[src/hw/rtl/micts_pkg.sv]
// ----------------------------------------------------------------------------
// micts_pkg
// Shared constants, types and saturating helpers for the moving interval
// collision time solver.
// ----------------------------------------------------------------------------
package micts_pkg;

   localparam int FRAC_BITS = 16;
   localparam int WORD_BITS = 32;

   localparam int NUM_BITS  = WORD_BITS + 1;
   localparam int QUO_BITS  = NUM_BITS + FRAC_BITS;
   localparam int DIV_LAT   = QUO_BITS + 1;
   localparam int ROOT_BITS = (WORD_BITS + FRAC_BITS) / 2;
   localparam int SQRT_LAT  = ROOT_BITS + 1;
   localparam int PROD_BITS = 2 * WORD_BITS;

   localparam logic signed [63:0] WMAX64 = (64'sd1 <<< (WORD_BITS - 1)) - 64'sd1;
   localparam logic signed [63:0] WMIN64 = -WMAX64 - 64'sd1;

   localparam logic [1:0] CNT_NONE = 2'd0;
   localparam logic [1:0] CNT_ONE  = 2'd1;
   localparam logic [1:0] CNT_TWO  = 2'd2;

   typedef logic signed [WORD_BITS-1:0] word_type;

   typedef struct packed {
      word_type val;
      logic     sat;
   } sword_type;

   typedef struct packed {
      logic [NUM_BITS-1:0]  num;
      logic [WORD_BITS-1:0] den;
      logic                 neg;
   } div_in_type;

   function automatic logic signed [63:0] wext(word_type w);
      return 64'(w);
   endfunction

   function automatic logic [63:0] mag64(logic signed [63:0] v);
      logic signed [63:0] n;
      n = -v;
      return v[63] ? n : v;
   endfunction

   function automatic sword_type sat_w(logic signed [63:0] v);
      sword_type r;
      r.sat = 1'b0;
      if (v > WMAX64) begin
         r.val = WMAX64[WORD_BITS-1:0];
         r.sat = 1'b1;
      end else if (v < WMIN64) begin
         r.val = WMIN64[WORD_BITS-1:0];
         r.sat = 1'b1;
      end else begin
         r.val = v[WORD_BITS-1:0];
      end
      return r;
   endfunction

endpackage

[src/hw/rtl/micts_sqrt.sv]
// ----------------------------------------------------------------------------
// micts_sqrt
// Pipelined digit-by-digit square root of a non-negative fixed-point value,
// one root bit per stage, truncated.
// ----------------------------------------------------------------------------
module micts_sqrt (
   input  logic                          clock,
   input  logic                          en,
   input  logic [micts_pkg::WORD_BITS-2:0] rad,
   output micts_pkg::sword_type          dout
);
   import micts_pkg::*;

   localparam int RAD_BITS = 2 * ROOT_BITS;

   typedef struct packed {
      logic [ROOT_BITS:0]   rem;
      logic [ROOT_BITS-1:0] root;
      logic [RAD_BITS-1:0]  rad;
   } sqrt_stage_type;

   sqrt_stage_type stage_ff [ROOT_BITS];
   sqrt_stage_type stage_in [ROOT_BITS];
   sword_type      out_ff;
   sword_type      out_in;

   always_comb begin
      sqrt_stage_type       src;
      logic [ROOT_BITS+2:0] t;
      logic [ROOT_BITS+2:0] trial;
      for (int k = 0; k < ROOT_BITS; k++) begin
         if (k == 0) begin
            src.rem  = '0;
            src.root = '0;
            src.rad  = RAD_BITS'({rad, {FRAC_BITS{1'b0}}});
         end else begin
            src = stage_ff[k-1];
         end
         t     = {src.rem, src.rad[RAD_BITS-1 -: 2]};
         trial = {1'b0, src.root, 2'b01};
         stage_in[k].rad = {src.rad[RAD_BITS-3:0], 2'b00};
         if (t >= trial) begin
            t = t - trial;
            stage_in[k].rem  = t[ROOT_BITS:0];
            stage_in[k].root = {src.root[ROOT_BITS-2:0], 1'b1};
         end else begin
            stage_in[k].rem  = t[ROOT_BITS:0];
            stage_in[k].root = {src.root[ROOT_BITS-2:0], 1'b0};
         end
      end
   end

   always_comb begin
      out_in = sat_w(signed'(64'(stage_ff[ROOT_BITS-1].root)));
   end

   always_ff @(posedge clock) begin
      if (en) begin
         for (int k = 0; k < ROOT_BITS; k++) begin
            stage_ff[k] <= stage_in[k];
         end
         out_ff <= out_in;
      end
   end

   assign dout = out_ff;

endmodule

[config.mk]
export PLATFORM = sky130hd
export DESIGN_NAME = micts_sqrt
export DESIGN_NICKNAME = d
export VERILOG_FILES = /design/src/hw/rtl/micts_pkg.sv /design/src/hw/rtl/micts_sqrt.sv
export SDC_FILE = /design/constraint.sdc
export NUM_CORES = 2
export LEC_CHECK = 0
export ABC_AREA = 1
export BUFFER_PORTS_ARGS = -buffer_cell sky130_fd_sc_hd__buf_2
export CORE_UTILIZATION = 37
export CTS_CLUSTER_DIAMETER = 100
export DETAILED_ROUTE_END_ITERATION = 8
export GPL_TIMING_DRIVEN = 0
export HOLD_SLACK_MARGIN = 0.08
export SLEW_MARGIN = 20
export SYNTH_ARGS = -nofsm -noshare
export SYNTH_HDL_FRONTEND = slang
export SYNTH_SLANG_ARGS = --single-unit
[constraint.sdc]
create_clock -name clock -period 3.9 [get_ports clock]
set_input_delay 0 -clock clock [delete_from_list [all_inputs] [get_ports clock]]
set_output_delay 0 -clock clock [all_outputs]
set_load 0.02 [all_outputs]
==> impl_metrics.py <==
metrics = {
    "status": {
        "status": "complete, no violations",
    },
    "power": {
        "power.density_mw_per_mm2": 471.7,
        "power.leakage_nw": 34.68,
        "vdd_drop_max_mv": 0.3643,
        "p_total_w": 0.03500,
    },
    "logic_synthesis": {
        "ys_seq_area_frac": 0.4961,
        "avgSynthCellArea_um2": 8.075,
        "syn_area_mm2": 0.06616,
        "synth_edf_count": 1093,
        "synth_ff_type": "edfxtp_1",
        "synthCells": 8193,
        "ys_types": 48,
        "yosysWarnings": 0,
        "synthArstFlopShare": 0,
        "yosys_register_bits": 1093,
    },
    "clock_network": {
        "path_clk_slew_ps": 60,
        "worstSkewPairLatency_ps": 780,
        "cts_tree": "yes",
        "cts_buffers": 121,
        "cts_resized": 0,
        "clk_path_buf_depth": 3,
        "root_buffer": "clkbuf_16",
        "htreeDepth": 3,
        "clkSinkCount": 1093,
    },
    "setup_path": {
        "slowest_delay_ps": 540,
        "path_buf_inv": 1,
        "arrival_ps": 3300,
        "crit_path_start_kind": "flip-flop",
        "path_class": "flip-flop to flip-flop",
        "cp-end-kind": "flip-flop",
        "crit_path_top_delay_cell": "edfxtp_1",
        "critPathRequiredTime_ps": 4370,
        "crit_top_cell": "nand2_1",
        "critical_path.cell_chain": "inv_1, ha_1, fa_1, nand2_1, nand3_1, nand2_1, o21ai_0, nand2_1, nand2_1, nand2_1, nand3_1, nand2_1",
        "crit_family": "simple AND/OR/NAND/NOR gates",
        "crit_fanout": 4,
    },
    "cells_and_area": {
        "fillCellCount": 17860,
        "syn2layout_area_growth_pct": 12.16,
        "layout_commonest_cell": "nand2_1",
        "layout.nets": 8800,
        "final_core_util": 0.4195,
        "final_cell_mix": "nand2_1, inv_1, edfxtp_1, nor2_1, nand3_1",
        "drive_gt1_frac": 0.05765,
    },
    "detailed_routing": {
        "post-route-drc-count": 0,
        "detail_route.iter0.violations": 3763,
        "vias": 51750,
        "drt_wl_total_um": 173500,
        "vias_per_cell": 4.750,
        "wl_per_cell_um": 15.92,
        "postRouteAntennaNets": 0,
        "firstDrtPassIters": 6,
    },
    "sta": {
        "tightest_slew_ps": 847.2,
        "drv_slew": 0,
        "setup-violations-final": 0,
        "finClkSkew_ps": 70.14,
        "max_freq_mhz": 353.8,
        "rsz0062_at_grt": "no",
        "period_needed_ps": 2826,
        "tns_ps": 0,
        "slew_headroom": 0.4292,
        "worst_slack_ps": 1074,
        "hold_violations": 0,
        "fin_crit_sh": 0.7247,
    },
    "global_routing": {
        "grt_pass1_wl_um": 271400,
        "antenna_found_initial": 1,
        "grt_max_degree": 154,
        "grt_usage": 0.1900,
        "overflow": 0,
        "grt_pass1_vias": 49650,
    },
    "placement": {
        "place_ws_ps": 811.4,
        "post-dp-hpwl_um": 136200,
        "gp_congestion": 0.9366,
        "io_buffers": 56,
    },
    "worst_hold_path": {
        "hold_class": "input pin to flip-flop",
    },
    "floorplan": {
        "pin_count": 66,
        "fp.dieArea_mm2": 0.1805,
        "start_util": 0.3740,
        "num_rows": 154,
        "fp.dieW_um": 424.9,
        "coreArea_mm2": 0.1769,
        "die_h_um": 424.9,
    },
    "flow_run": {
        "drv_cap": 0,
    },
}
[cell type report]
class | instances | area, µm² | share of cell area
Clock buffer | 140 | 3120 | 0.04205
Buffer | 72 | 583.1 | 0.007858
Tap cell | 2340 | 2928 | 0.03946
Timing Repair Buffer | 127 | 1146 | 0.01545
Multi-Input combinational cell | 5506 | 27040 | 0.3644
Clock inverter | 83 | 812.0 | 0.01094
Antenna cell | 1 | 2.502 | 0.00003372
Sequential cell | 1093 | 32820 | 0.4423
Inverter | 1531 | 5749 | 0.07748
[per-stage QoR]
step	hold WS (ps)	instance area (µm²)	instances
floorplan	98.87	66190	8202
global placement	176.3	69400	10600
detailed placement	178.1	69640	10610
CTS	234.4	74200	10890
global route	257.5	74200	10890
finish	275.3	74200	10890
[cell families (layout without fill, tap and decap cells)]
group,count (synthesis),after routing,synth area share
buffers and inverters,1603,1953,0.09571
xor gates and xnor gates,178,178,0.02368
AOI/OAI and AO/OA,487,487,0.04164
DFF,1093,1093,0.4961
other,1,11,0.00005668
adders and majority gates,315,315,0.06037
and+or+nand+nor,4516,4516,0.2825
[metal layers]
layer,vias up,routed length [µm],share of wire,GRT usage
li1,26620,-,-,-
met4,0,4148,0.024,0.04664
met2,1030,79610,0.46,0.3145
met1,23850,82840,0.48,0.2638
met5,-,0,0,0
met3,248,6875,0.040,0.02251
[flip-flops by register name, summed over array words and instances (netlist names)]
register and count:
stage_ff 1069, dout 24
[synthesized netlist by cell type, types with 3 or more instances]
library cell  count  area share
a21boi_0          3     0.00034
a21oi_1         252       0.019
a21oi_2          40      0.0053
a21oi_4           4     0.00098
and2_1           13      0.0012
and3_1            6     0.00057
buf_2            21      0.0016
buf_4            29      0.0033
buf_6            20      0.0034
edfxtp_1       1093        0.50
fa_1              7      0.0021
ha_1            308       0.058
inv_1          1504       0.085
inv_2            26      0.0015
nand2_1        2941        0.17
nand2_2          23      0.0022
nand3_1         524       0.040
nand3_2           7      0.0011
nand3b_1         73      0.0083
nand4_1         125       0.012
nor2_1          685       0.039
nor2_2           29      0.0027
nor2_4            9      0.0015
nor3_1           54      0.0041
nor3_2            3     0.00045
nor3b_1           5     0.00057
nor4_1            3     0.00028
o211ai_1          6     0.00068
o21ai_0         102      0.0077
o21ai_1          50      0.0038
o21ai_2          15      0.0020
o21bai_1          8     0.00091
or2_2            11      0.0010
xnor2_1          61      0.0081
xor2_1          116       0.015
[final timing paths]
check	from	to	slack, ps	depth (start not counted)
hold / removal	en	stage_ff[5][34]	280	2
setup reg to reg	stage_ff[16][71]	stage_ff[17][88]	1070	12
setup / recovery	stage_ff[16][71]	stage_ff[17][88]	1070	12
hold reg to reg	stage_ff[4][30]	stage_ff[5][32]	400	0
[report_power, final]
part	internal [W]	switching, W	leakage [nW]
combinational	0.00271	0.00548	22.4
clock	0.00647	0.00482	1.89
sequential	0.0146	0.000930	10.3
[what timing repair did]
| item | in CTS | in global routing |
|---|---|---|
| hold endpoints to repair | 304 | 0 |
| buffers inserted | 0 | 0 |
| hold buffers | 63 | 0 |
Power figures use the tool's default switching activity.
